===== src/abspi_pkg.sv =====
// ----------------------------------------------------------------------------
// abspi_pkg
// Shared types and codes of the altitude-banded speed interpolator.
// ----------------------------------------------------------------------------
package abspi_pkg;

   localparam logic [1:0] REQ_LOAD     = 2'd0;
   localparam logic [1:0] REQ_SPEED    = 2'd1;
   localparam logic [1:0] REQ_THROTTLE = 2'd2;

   localparam int DEADBAND = 32;

   typedef struct packed {
      logic [1:0]         req_type;
      logic [3:0]         level_index;
      logic [15:0]        altitude;
      logic [23:0]        std_value;
      logic [23:0]        min_value;
      logic signed [15:0] throttle;
      logic [23:0]        speed;
   } abspi_req_type;

   typedef struct packed {
      logic [23:0]        speed_out;
      logic signed [15:0] throttle_out;
      logic               status;
   } abspi_rsp_type;

   typedef struct packed {
      logic [15:0] alt;
      logic [23:0] std_spd;
      logic [23:0] min_spd;
   } abspi_entry_type;

endpackage


===== src/altitude_banded_speed_interpolator_core.sv =====
// ----------------------------------------------------------------------------
// altitude_banded_speed_interpolator_core
// Breakpoint table in a RAM, serial search and interpolation, throttle map.
// ----------------------------------------------------------------------------
//   channel | direction | handshake          | payload
//   req     | in        | req_valid/req_stall | abspi_req_type
//   rsp     | out       | rsp_valid/rsp_stall | abspi_rsp_type
//   csr     | in        | APB                 | levels_in_use at 0x0
//
// Loads and unknown items: result in the cycle after acceptance. Queries:
// a read and a check per level searched; when interpolating, a multiply and
// a divide each for standard and minimum speed; then a throttle scaling for a
// speed query, a divide or nothing for a throttle query; result registered.
// Synchronous reset; table contents are undefined until loaded.
// A stalled result holds; no new item is taken while it waits.
// ----------------------------------------------------------------------------
module altitude_banded_speed_interpolator_core #(
   parameter int LEVELS = 16
) (
   input  logic                   clock,
   input  logic                   reset,
   input  logic                   req_valid,
   output logic                   req_stall,
   input  abspi_pkg::abspi_req_type req_data,
   output logic                   rsp_valid,
   input  logic                   rsp_stall,
   output abspi_pkg::abspi_rsp_type rsp_data,
   input  logic                   csr_psel,
   input  logic                   csr_penable,
   input  logic                   csr_pwrite,
   input  logic [2:0]             csr_paddr,
   input  logic [31:0]            csr_pwdata,
   output logic [31:0]            csr_prdata,
   output logic                   csr_pready
);
   import abspi_pkg::*;

   localparam int AW = $clog2(LEVELS);
   localparam int NW = $clog2(LEVELS + 1);

   typedef enum logic [3:0] {
      S_IDLE, S_RD, S_CHK, S_MUL, S_DIV, S_DWAIT, S_ADJ, S_FIN, S_IWAIT, S_OUT
   } state_type;

   state_type              state_ff;
   logic [4:0]             levels_ff;
   logic [NW-1:0]          nlev;
   logic [NW-1:0]          idx_ff;
   abspi_req_type          item_ff;
   abspi_entry_type        lo_ff, hi_ff, rd_entry;
   logic                   sel_min_ff;
   logic signed [41:0]     prod_ff;
   logic                   neg_ff;
   logic                   up_ff;
   logic signed [25:0]     sd_ff, mn_ff;
   logic [47:0]            div_num_ff;
   logic [24:0]            div_den_ff;
   logic                   div_start_ff;
   logic                   div_done;
   logic [23:0]            div_quo;
   logic [23:0]            spd_ff;
   logic signed [15:0]     th_ff;
   logic                   st_ff;
   abspi_rsp_type          rsp_ff;
   logic                   rsp_valid_ff;
   logic                   rsp_valid_in;
   logic                   out_free, req_accept;
   logic                   wr_en;
   logic [63:0]            rd_raw;

   logic signed [24:0]     diff;
   logic [15:0]            dz, da;
   logic [41:0]            prod_mag;
   logic signed [25:0]     off, interp_val, dsm;
   logic signed [41:0]     adj;
   logic signed [27:0]     r_val, mx, vs;
   logic [25:0]            mag;

   always_comb begin
      if (levels_ff == 5'd0) begin
         nlev = NW'(1);
      end else if (int'(levels_ff) > LEVELS) begin
         nlev = NW'(LEVELS);
      end else begin
         nlev = NW'(levels_ff);
      end
   end

   assign out_free   = !rsp_valid_ff || !rsp_stall;
   assign req_stall  = !(state_ff == S_IDLE && out_free);
   assign req_accept = req_valid && !req_stall;
   assign wr_en      = req_accept && req_data.req_type == REQ_LOAD
                       && int'(req_data.level_index) < LEVELS;
   assign rd_entry   = abspi_entry_type'(rd_raw);

   always_comb begin
      if ((req_accept && req_data.req_type != REQ_SPEED
           && req_data.req_type != REQ_THROTTLE)
          || (state_ff == S_OUT && out_free)) begin
         rsp_valid_in = 1'b1;
      end else begin
         rsp_valid_in = rsp_valid_ff && rsp_stall;
      end
   end

   abspi_ram #(.WIDTH(64), .DEPTH(LEVELS)) u_ram (
      .clock   (clock),
      .wr_en   (wr_en),
      .wr_addr (AW'(req_data.level_index)),
      .wr_data ({req_data.altitude, req_data.std_value, req_data.min_value}),
      .rd_addr (idx_ff[AW-1:0]),
      .rd_data (rd_raw)
   );

   abspi_div u_div (
      .clock (clock),
      .reset (reset),
      .start (div_start_ff),
      .num   (div_num_ff),
      .den   (div_den_ff),
      .done  (div_done),
      .quo   (div_quo)
   );

   always_comb begin
      diff = sel_min_ff ? ($signed({1'b0, hi_ff.min_spd}) - $signed({1'b0, lo_ff.min_spd}))
                        : ($signed({1'b0, hi_ff.std_spd}) - $signed({1'b0, lo_ff.std_spd}));
      dz   = item_ff.altitude - lo_ff.alt;
      da   = hi_ff.alt - lo_ff.alt;
      prod_mag = prod_ff[41] ? 42'(-prod_ff) : 42'(prod_ff);
      off  = neg_ff ? -$signed({2'b0, div_quo}) : $signed({2'b0, div_quo});
      interp_val = (sel_min_ff ? $signed({2'b0, lo_ff.min_spd})
                               : $signed({2'b0, lo_ff.std_spd})) + off;
      dsm  = sd_ff - mn_ff;
      adj  = prod_ff + (prod_ff[41] ? 42'sd32767 : 42'sd0);
      r_val = 28'(sd_ff) + 28'(adj >>> 15);
      mx   = 28'(sd_ff) + 28'(sd_ff) - 28'(mn_ff);
      vs   = $signed({4'b0, item_ff.speed});
      mag  = (vs > 28'(sd_ff)) ? 26'(vs - 28'(sd_ff)) : 26'(28'(sd_ff) - vs);
   end

   always_ff @(posedge clock) begin
      if (reset) begin
         state_ff     <= S_IDLE;
         levels_ff    <= 5'd1;
         rsp_valid_ff <= 1'b0;
         div_start_ff <= 1'b0;
         idx_ff       <= '0;
         sel_min_ff   <= 1'b0;
      end else begin
         if (csr_psel && csr_penable && csr_pwrite && csr_paddr[2] == 1'b0) begin
            levels_ff <= csr_pwdata[4:0];
         end
         rsp_valid_ff <= rsp_valid_in;
         unique case (state_ff)
            S_IDLE: begin
               if (req_accept) begin
                  item_ff <= req_data;
                  spd_ff  <= '0;
                  th_ff   <= '0;
                  st_ff   <= 1'b0;
                  idx_ff  <= '0;
                  if (req_data.req_type == REQ_SPEED || req_data.req_type == REQ_THROTTLE) begin
                     state_ff <= S_RD;
                  end else begin
                     rsp_ff <= '0;
                  end
               end
            end
            S_RD: state_ff <= S_CHK;
            S_CHK: begin
               if (item_ff.altitude < rd_entry.alt) begin
                  if (idx_ff == '0) begin
                     sd_ff    <= $signed({2'b0, rd_entry.std_spd});
                     mn_ff    <= $signed({2'b0, rd_entry.min_spd});
                     state_ff <= S_ADJ;
                  end else begin
                     hi_ff      <= rd_entry;
                     sel_min_ff <= 1'b0;
                     state_ff   <= S_MUL;
                  end
               end else begin
                  lo_ff <= rd_entry;
                  if (idx_ff + NW'(1) >= nlev) begin
                     sd_ff    <= $signed({2'b0, rd_entry.std_spd});
                     mn_ff    <= $signed({2'b0, rd_entry.min_spd});
                     state_ff <= S_ADJ;
                  end else begin
                     idx_ff   <= idx_ff + NW'(1);
                     state_ff <= S_RD;
                  end
               end
            end
            S_MUL: begin
               prod_ff  <= diff * $signed({1'b0, dz});
               state_ff <= S_DIV;
            end
            S_DIV: begin
               neg_ff       <= prod_ff[41];
               div_num_ff   <= {6'b0, prod_mag};
               div_den_ff   <= {9'b0, da};
               div_start_ff <= 1'b1;
               state_ff     <= S_DWAIT;
            end
            S_DWAIT: begin
               div_start_ff <= 1'b0;
               if (div_done) begin
                  if (!sel_min_ff) begin
                     sd_ff      <= interp_val;
                     sel_min_ff <= 1'b1;
                     state_ff   <= S_MUL;
                  end else begin
                     mn_ff    <= interp_val;
                     state_ff <= S_ADJ;
                  end
               end
            end
            S_ADJ: begin
               if (item_ff.req_type == REQ_SPEED) begin
                  prod_ff  <= item_ff.throttle * dsm;
                  state_ff <= S_FIN;
               end else if (vs < 28'(mn_ff) || vs > mx) begin
                  st_ff    <= 1'b1;
                  state_ff <= S_OUT;
               end else if (sd_ff[23:8] == item_ff.speed[23:8]) begin
                  state_ff <= S_OUT;
               end else begin
                  up_ff        <= vs > 28'(sd_ff);
                  div_num_ff   <= {8'b0, mag[24:0], 15'b0};
                  div_den_ff   <= dsm[24:0];
                  div_start_ff <= 1'b1;
                  state_ff     <= S_IWAIT;
               end
            end
            S_FIN: begin
               if (item_ff.throttle <= 16'(DEADBAND) && item_ff.throttle >= -16'(DEADBAND)) begin
                  spd_ff <= sd_ff[23:0];
               end else if (r_val < 0) begin
                  spd_ff <= '0;
               end else if (r_val > 28'sh0FFFFFF) begin
                  spd_ff <= 24'hFFFFFF;
               end else begin
                  spd_ff <= r_val[23:0];
               end
               state_ff <= S_OUT;
            end
            S_IWAIT: begin
               div_start_ff <= 1'b0;
               if (div_done) begin
                  if (up_ff) begin
                     th_ff <= (div_quo > 24'd32767) ? 16'sh7FFF : $signed(div_quo[15:0]);
                  end else begin
                     th_ff <= (div_quo >= 24'd32768) ? 16'sh8000 : -$signed(div_quo[15:0]);
                  end
                  state_ff <= S_OUT;
               end
            end
            S_OUT: begin
               if (out_free) begin
                  rsp_ff   <= '{speed_out: spd_ff, throttle_out: th_ff, status: st_ff};
                  state_ff <= S_IDLE;
               end
            end
            default: state_ff <= S_IDLE;
         endcase
      end
   end

   assign rsp_valid  = rsp_valid_ff;
   assign rsp_data   = rsp_ff;
   assign csr_prdata = {27'b0, levels_ff};
   assign csr_pready = 1'b1;

   a_no_overrun: assert property (@(posedge clock) disable iff (reset)
      !(req_accept && rsp_valid_ff && rsp_stall))
      else $error("item taken while result stalled");
   a_div_wait: assert property (@(posedge clock) disable iff (reset)
      div_done |-> (state_ff == S_DWAIT || state_ff == S_IWAIT))
      else $error("divider done outside wait");
   a_search_range: assert property (@(posedge clock) disable iff (reset)
      state_ff == S_CHK |-> idx_ff < nlev)
      else $error("search index past level count");
endmodule


===== src/abspi_ram.sv =====
// ----------------------------------------------------------------------------
// abspi_ram
// Generic single write port RAM with one registered read port.
// ----------------------------------------------------------------------------
module abspi_ram #(
   parameter int WIDTH = 64,
   parameter int DEPTH = 16
) (
   input  logic                     clock,
   input  logic                     wr_en,
   input  logic [$clog2(DEPTH)-1:0] wr_addr,
   input  logic [WIDTH-1:0]         wr_data,
   input  logic [$clog2(DEPTH)-1:0] rd_addr,
   output logic [WIDTH-1:0]         rd_data
);
   logic [WIDTH-1:0] mem_ff [DEPTH];
   logic [WIDTH-1:0] rd_data_ff;

   always_ff @(posedge clock) begin
      if (wr_en) begin
         mem_ff[wr_addr] <= wr_data;
      end
      rd_data_ff <= mem_ff[rd_addr];
   end

   assign rd_data = rd_data_ff;
endmodule


===== src/abspi_div.sv =====
// ----------------------------------------------------------------------------
// abspi_div
// Restoring divider, one quotient bit per cycle, 24-bit quotient.
// The upper 24 bits of the numerator must be below the divisor.
// ----------------------------------------------------------------------------
module abspi_div (
   input  logic        clock,
   input  logic        reset,
   input  logic        start,
   input  logic [47:0] num,
   input  logic [24:0] den,
   output logic        done,
   output logic [23:0] quo
);
   logic [25:0] rem_ff;
   logic [23:0] sh_ff;
   logic [23:0] quo_ff;
   logic [24:0] den_ff;
   logic [4:0]  cnt_ff;
   logic        busy_ff;
   logic        done_ff;
   logic [25:0] trial_in;
   logic        fit_in;

   always_comb begin
      trial_in = {rem_ff[24:0], sh_ff[23]};
      fit_in   = trial_in >= {1'b0, den_ff};
   end

   always_ff @(posedge clock) begin
      if (reset) begin
         busy_ff <= 1'b0;
         done_ff <= 1'b0;
         cnt_ff  <= '0;
      end else begin
         done_ff <= 1'b0;
         if (start) begin
            rem_ff  <= {2'b0, num[47:24]};
            sh_ff   <= num[23:0];
            den_ff  <= den;
            quo_ff  <= '0;
            cnt_ff  <= 5'd24;
            busy_ff <= 1'b1;
         end else if (busy_ff) begin
            rem_ff <= fit_in ? (trial_in - {1'b0, den_ff}) : trial_in;
            sh_ff  <= {sh_ff[22:0], 1'b0};
            quo_ff <= {quo_ff[22:0], fit_in};
            cnt_ff <= cnt_ff - 5'd1;
            if (cnt_ff == 5'd1) begin
               busy_ff <= 1'b0;
               done_ff <= 1'b1;
            end
         end
      end
   end

   assign done = done_ff;
   assign quo  = quo_ff;
endmodule


===== config.mk =====
export PLATFORM = sky130hd
export DESIGN_NAME = altitude_banded_speed_interpolator_core
export DESIGN_NICKNAME = d
export VERILOG_FILES = /design/src/abspi_pkg.sv /design/src/altitude_banded_speed_interpolator_core.sv /design/src/abspi_ram.sv /design/src/abspi_div.sv
export SDC_FILE = /design/constraint.sdc
export NUM_CORES = 2
export LEC_CHECK = 0
export ABC_AREA = 1
export BUFFER_PORTS_ARGS = -buffer_cell sky130_fd_sc_hd__buf_2
export CAP_MARGIN = 5
export CORE_MARGIN = 1
export CORE_UTILIZATION = 55
export DETAILED_ROUTE_END_ITERATION = 16
export PLACE_DENSITY = 0.75
export SETUP_SLACK_MARGIN = 0.05
export SYNTH_ARGS = -nofsm -noshare
export SYNTH_HDL_FRONTEND = slang
export SYNTH_HIERARCHICAL = 1
export SYNTH_SLANG_ARGS = --single-unit

===== constraint.sdc =====
create_clock -name clock -period 8.3 [get_ports clock]
set_clock_uncertainty 0.2 [all_clocks]
set_input_delay 0.83 -clock clock [delete_from_list [all_inputs] [get_ports clock]]
set_output_delay 0.83 -clock clock [all_outputs]
set_load 0.01 [all_outputs]

# Word level (Yosys, flattened, before mapping)
# Memory sizes are Yosys's and may differ from the RTL's. A register that Yosys moved wholly into a read port is not among the register bits.
# Index checks and enable logic that the tools add are counted.
[classes]
n_addsub = 18
mul = 2
magnitude_cmp = 13
eq_ne = 35
mux = 89
bitwise_logic = 8
reduce_logical = 54
[op_table]
columns = ["op", "n"]
rows = [
  ["$mux W26", 11],
  ["$mux W24", 9],
  ["$mux W25", 7],
  ["$mux W48", 3],
  ["$mux W41", 3],
  ["$pmux W26 S2", 2],
  ["$pmux W48 S2", 1],
  ["$mux W42", 2],
  ["$pmux W42 S2", 1],
  ["$pmux W41 S2", 1],
  ["$mux W16", 5],
  ["$sub A25 B25 Y25", 3],
  ["$pmux W25 S2", 1],
  ["$sub A24 B24 Y25", 2],
  ["$pmux W24 S2", 1],
  ["$add A42 B16 Y42", 1],
  ["$mul A16 B26 Y42", 1],
  ["$mul A25 B17 Y42", 1],
  ["$neg A42 Y42", 1],
  ["$pmux W4 S10", 1],
  ["$mux W5", 7],
  ["$pmux W16 S2", 1],
  ["$sub A16 B16 Y16", 2],
  ["$ne A2 B2 Y1 const B", 15],
  ["other kinds (55)", 137],
]
[totals]
ff_bits = 559
mem_bits_rw = 1024
elab_cells = 258
n_memories = 1
[mem_list]
columns = ["memory", "depth", "width", "rd", "rd_ports_with_merged_regs", "wr", "line", "text"]
rows = [
  ["u_ram.mem_ff", 16, 64, 1, 1, 1, "abspi_ram.sv:16", "logic [WIDTH-1:0] mem_ff [DEPTH];"],
]

# Depth between registers and ports, before layout
[depth]
word_depth = 8
depth_mapped = 43
mapped_depth_nobuf = 43

# Hierarchy
# Netlist, hierarchy kept.
[modules_own_cells]
columns = ["module", "instances", "cells_each", "area_each_um2", "seq_area_each_um2"]
rows = [
  ["altitude_banded_speed_interpolator_core", 1, 8139, 64383.0, 13282.7],
  ["abspi_ram", 1, 4211, 45144.5, 32030.7],
  ["abspi_div", 1, 804, 6344.8, 3083.0],
]

# Worst setup path after synthesis
# OpenSTA, ideal clock, no wires.
[synth_path]
kind = "flip-flop to flip-flop"
from = "register sd_ff[1]"
to = "register div_den_ff[0], enable pin"
setup_ps = 588
arrival_time_ps = 7824
t_required_ps = 7512
path_slack_ps = -313
path_stages_with_launch = 26
path_buffers = 0
period_less_slack_ps = 8613
path_cell_list = "edfxtp_1 ha_1 nand2_1 nand2_1 nand2_1 nand2_1 nand2_1 nand3_1 nand2_1 nand2_1 nand2_1 nand3_1 a21oi_1 xor2_1 ha_1 nand2_1 nor2_1 a211oi_1 nand3_1 nand3_1 nor2_1 nand2_1 nand3_1 nand2_1 nand3_1 nor3b_1"
[synth_via]
elab_chain_len = 6
[synth_lines]
columns = ["element", "line", "text"]
rows = [
  ["from (decl)", "altitude_banded_speed_interpolator_core.sv:55", "logic signed [25:0] sd_ff, mn_ff;"],
  ["from (signal assigned)", "altitude_banded_speed_interpolator_core.sv:174", "sd_ff <= $signed({2'b0, rd_entry.std_spd});"],
  ["from (signal assigned)", "altitude_banded_speed_interpolator_core.sv:185", "sd_ff <= $signed({2'b0, rd_entry.std_spd});"],
  ["from (signal assigned)", "altitude_banded_speed_interpolator_core.sv:209", "sd_ff <= interp_val;"],
  ["$add A26 B26 Y27", "altitude_banded_speed_interpolator_core.sv:137", "mx = 28'(sd_ff) + 28'(sd_ff) - 28'(mn_ff);"],
  ["$sub A27 B26 Y28", "altitude_banded_speed_interpolator_core.sv:137", ""],
  ["$gt A25 B28 Y1", "altitude_banded_speed_interpolator_core.sv:222", "end else if (vs < 28'(mn_ff) || vs > mx) begin"],
  ["$logic_or A1 B1 Y1", "altitude_banded_speed_interpolator_core.sv:222", ""],
  ["$ne A2 B2 Y1 (no line)", "--", ""],
  ["$reduce_and A5 Y1 (no line)", "--", ""],
  ["to (signal assigned)", "altitude_banded_speed_interpolator_core.sv:201", "div_den_ff <= {9'b0, da};"],
  ["to (signal assigned)", "altitude_banded_speed_interpolator_core.sv:230", "div_den_ff <= dsm[24:0];"],
  ["to (decl)", "altitude_banded_speed_interpolator_core.sv:57", "logic [24:0] div_den_ff;"],
]
# Every way passes these cells.
# A chain may end at the register's enable or synchronous reset.

# Final worst setup path
[layout_path]
from = "register sd_ff[2]"
to = "register prod_ff[36], data pin"
[layout_via]
elab_chain_len = 4
[layout_lines]
columns = ["element", "line", "text"]
rows = [
  ["$sub A26 B26 Y26", "altitude_banded_speed_interpolator_core.sv:134", "dsm = sd_ff - mn_ff;"],
  ["$mul A16 B26 Y42", "altitude_banded_speed_interpolator_core.sv:220", "prod_ff <= item_ff.throttle * dsm;"],
  ["$mux W42", "altitude_banded_speed_interpolator_core.sv:219", "if (item_ff.req_type == REQ_SPEED) begin"],
  ["$pmux W42 S2", "altitude_banded_speed_interpolator_core.sv:155", "unique case (state_ff)"],
  ["to (signal assigned)", "altitude_banded_speed_interpolator_core.sv:195", "prod_ff <= diff * $signed({1'b0, dz});"],
  ["to (signal assigned)", "altitude_banded_speed_interpolator_core.sv:220", ""],
  ["to (decl)", "altitude_banded_speed_interpolator_core.sv:52", "logic signed [41:0] prod_ff;"],
]
# Every way passes these cells. The select of a mux whose other input is x is not followed.

==> metrics.cfg <==
[outcome]
outcome=completed

[setup_path]
startpoint=sd_ff[2]$_DFFE_PP_
r2r_start=sd_ff[2]$_DFFE_PP_
crit_end=prod_ff[36]$_DFFE_PP_
rr_endpoint=prod_ff[36]$_DFFE_PP_
start_kind=register
path_max_fanout=5
cpMostUsedCell=fa_1
r2r_slack_ps=230
max_stage_delay_ps=600
critPathCaptureType=register
critical_path_arrival_ps=8390
cp_slowest_cell=fa_1
crit_type=register to register
cp_data_required_time_ps=8610
reg2regPathDepth=36

[placed_design]
pre_cts_slack_ps=-121
port-buffer-count=170
place.gp.congestion=1.03
dp.final_hpwl_mm=247

[yosys]
avgSynthCellArea_um2=8.81
synth_ff_type=edfxtp_1
syn_area_um2=116000
yosysSeqAreaShare_pct=41.8
synth_edf_count=1553
synthCells=13200
async_flop_share_pct=0
yosysWarnings=6
synthDistinctLibCells=80
ys_ff_latch=1641

[timing]
slew_headroom_pct=23.6
grt_setup_unrepaired=yes
worst_slack_ps=225
finalSetupViolations=0
slew_violations=0
tns_ps=0
whs_ps=55.0
max_freq_ghz=0.124
hold_viol=0
period_share_pct=97.3
min_period_ps=8070
max_slew.worst_pin.slew_ps=1140

[routing]
dr.first_iter.drc_count=9919
routed-via-count=91300
ant_nets=0
wl_per_cell_um=20.7
drc=0
firstDrtPassIters=6
totalWireLength_mm=346
vias_per_cell=5.48

[cts]
tritoncts=yes
clock-sinks=1641
numCtsBuffers=168
htreeDepth=4
clockBufferDepth=3
cts-root-buf=clkbuf_16
clk_pin_slew_worst_paths_ps=60
clk_latency_ps=830

[grt]
grt_pass1_wl_mm=520
grt_max_degree=166
grt_overflow=0
track_usage_pct=32.4
grt_pass1_vias=88900
antenna_found_initial=29

[floorplan]
fp.coreArea_um2=209000
ioPinCount=228
core.rowCount=168
dieArea_um2=213000
start_util_pct=55.3
die_x_um=461
die_y_um=461

[finish]
area_growth_pct=12.9
nNetsFinal=15200
fin_util_pct=62.5
layout-drive-gt1-share_pct=10.9
fillers=17400

[flow_run]
max_cap_violations=0

[min_path]
min_path_type=input port to register

-- worst min path at each step --
stage	start	end	slack, ps	cells past startpoint
floorplan	div_den_ff[0]$_DFFE_PP_	u_div/den_ff[0]$_DFFE_PP_	200	0
global placement	div_den_ff[13]$_DFFE_PP_	u_div/den_ff[13]$_DFFE_PP_	200	0
detailed placement	div_den_ff[12]$_DFFE_PP_	u_div/den_ff[12]$_DFFE_PP_	200	0
CTS	csr_pwdata[1]	levels_ff[1]$_SDFFE_PP0P_	7	3
global route	csr_pwdata[3]	levels_ff[3]$_SDFFE_PP0P_	50	3
finish	csr_pwdata[1]	levels_ff[1]$_SDFFE_PP0P_	60	3
-- synth_stat cells, types with 87 or more instances --
cell      count  area (um2)
nand2_1    3271       12300
edfxtp_1   1553       46600
o21ai_0     362        1810
a21oi_1     527        2640
ha_1        548        6860
dfxtp_1      88        1760
nor2_1      865        3250
buf_2       172         861
xnor2_1      87         762
clkbuf_1    150         563
inv_1      2642        9920
fa_1        804       16100
nand3_1    1163        5820
xor2_1      131        1150
-- worst max-delay path, delay by kind of cell, from the launching register on --
family / cells / cell delay, ps
AOI/OAI and AO/OA: 7 / 1110
xor gates and xnor gates: 1 / 150
adders and majority gates: 8 / 3610
buffers and inverters: 10 / 1160
DFF: 1 / 450
and+or+nand+nor: 10 / 1070
-- flip-flops by register name, indices dropped and copies added (netlist names), 4 cells and up --
name and cells:
state_ff 4, hi_ff 64, spd_ff 24, div_den_ff 25, u_div/quo 24, lo_ff 64
u_ram/mem_ff 1024, u_ram/rd_data 64, sd_ff 26, mn_ff 26, th_ff 16, levels_ff 5
u_div/den_ff 25, rsp_data 41, item_ff 58, u_div/sh_ff 24, u_div/rem_ff 25, u_div/cnt_ff 5
prod_ff 42, idx_ff 5, div_num_ff 42
-- placed cells by master, fill, tap and decap left out, types with 62 or more instances in the layout --
cell type / instances
ha_1: 503
o21ai_0: 318
a21oi_1: 471
clkbuf_16: 173
inv_1: 2615
a21oi_2: 62
nand2_1: 3240
nor2_1: 810
dfxtp_1: 82
nand3_1: 1155
buf_4: 547
o21ai_1: 62
xnor2_1: 86
nor3_1: 70
edfxtp_1: 1553
xor2_1: 125
buf_2: 171
fa_1: 790
-- repair_timing --
item                       in CTS  in global routing
gates cloned                    0                  5
hold endpoints to repair       43                  0
setup endpoints to repair      23                 29
gates resized for setup        35                360
hold buffers                   43                  0
pin swaps                       2                 92
setup buffers                   5                 47
-- area by class of cell --
type	instances	area [um2]	share of cell area [%]
flip-flops and latches	1641	48400	37.0
diodes	14	35.0	0.0268
multi-input cells	8408	56800	43.4
well taps	2805	3510	2.68
repair inverters	1	5.00	0.00383
clock inverters	94	1100	0.843
clock buffers	216	4510	3.44
repair buffers	814	6330	4.84
inverters	2683	10100	7.75
-- cell families after synthesis --
family | share of synthesized area (%)
AOI/OAI and AO/OA | 5.54
other | 0.00648
muxes | 0.00864
and+or+nand+nor | 20.4
buffers and inverters | 10.8
DFF | 41.8
xor gates and xnor gates | 1.68
adders and majority gates | 19.8
-- metal layers --
| layer | GRT usage (%) | share of wire (%) |
|---|---|---|
| met2 | 52.2 | 46 |
| met4 | 14.7 | 5.3 |
| met5 | 0 | 0.054 |
| met1 | 42.4 | 39 |
| met3 | 6.09 | 9.5 |
-- stage by stage --
stage          std cells  area [um2]
2_1_floorplan      13200      116000
5_1_grt            16700      131000
3_3_place_gp       16300      123000
4_1_cts            16600      129000
3_5_place_dp       16300      123000
6_report           16700      131000
Power is left out: the tool's default activity adds up to more than one toggle a clock period on the data nets, which glitch-free logic cannot reach.
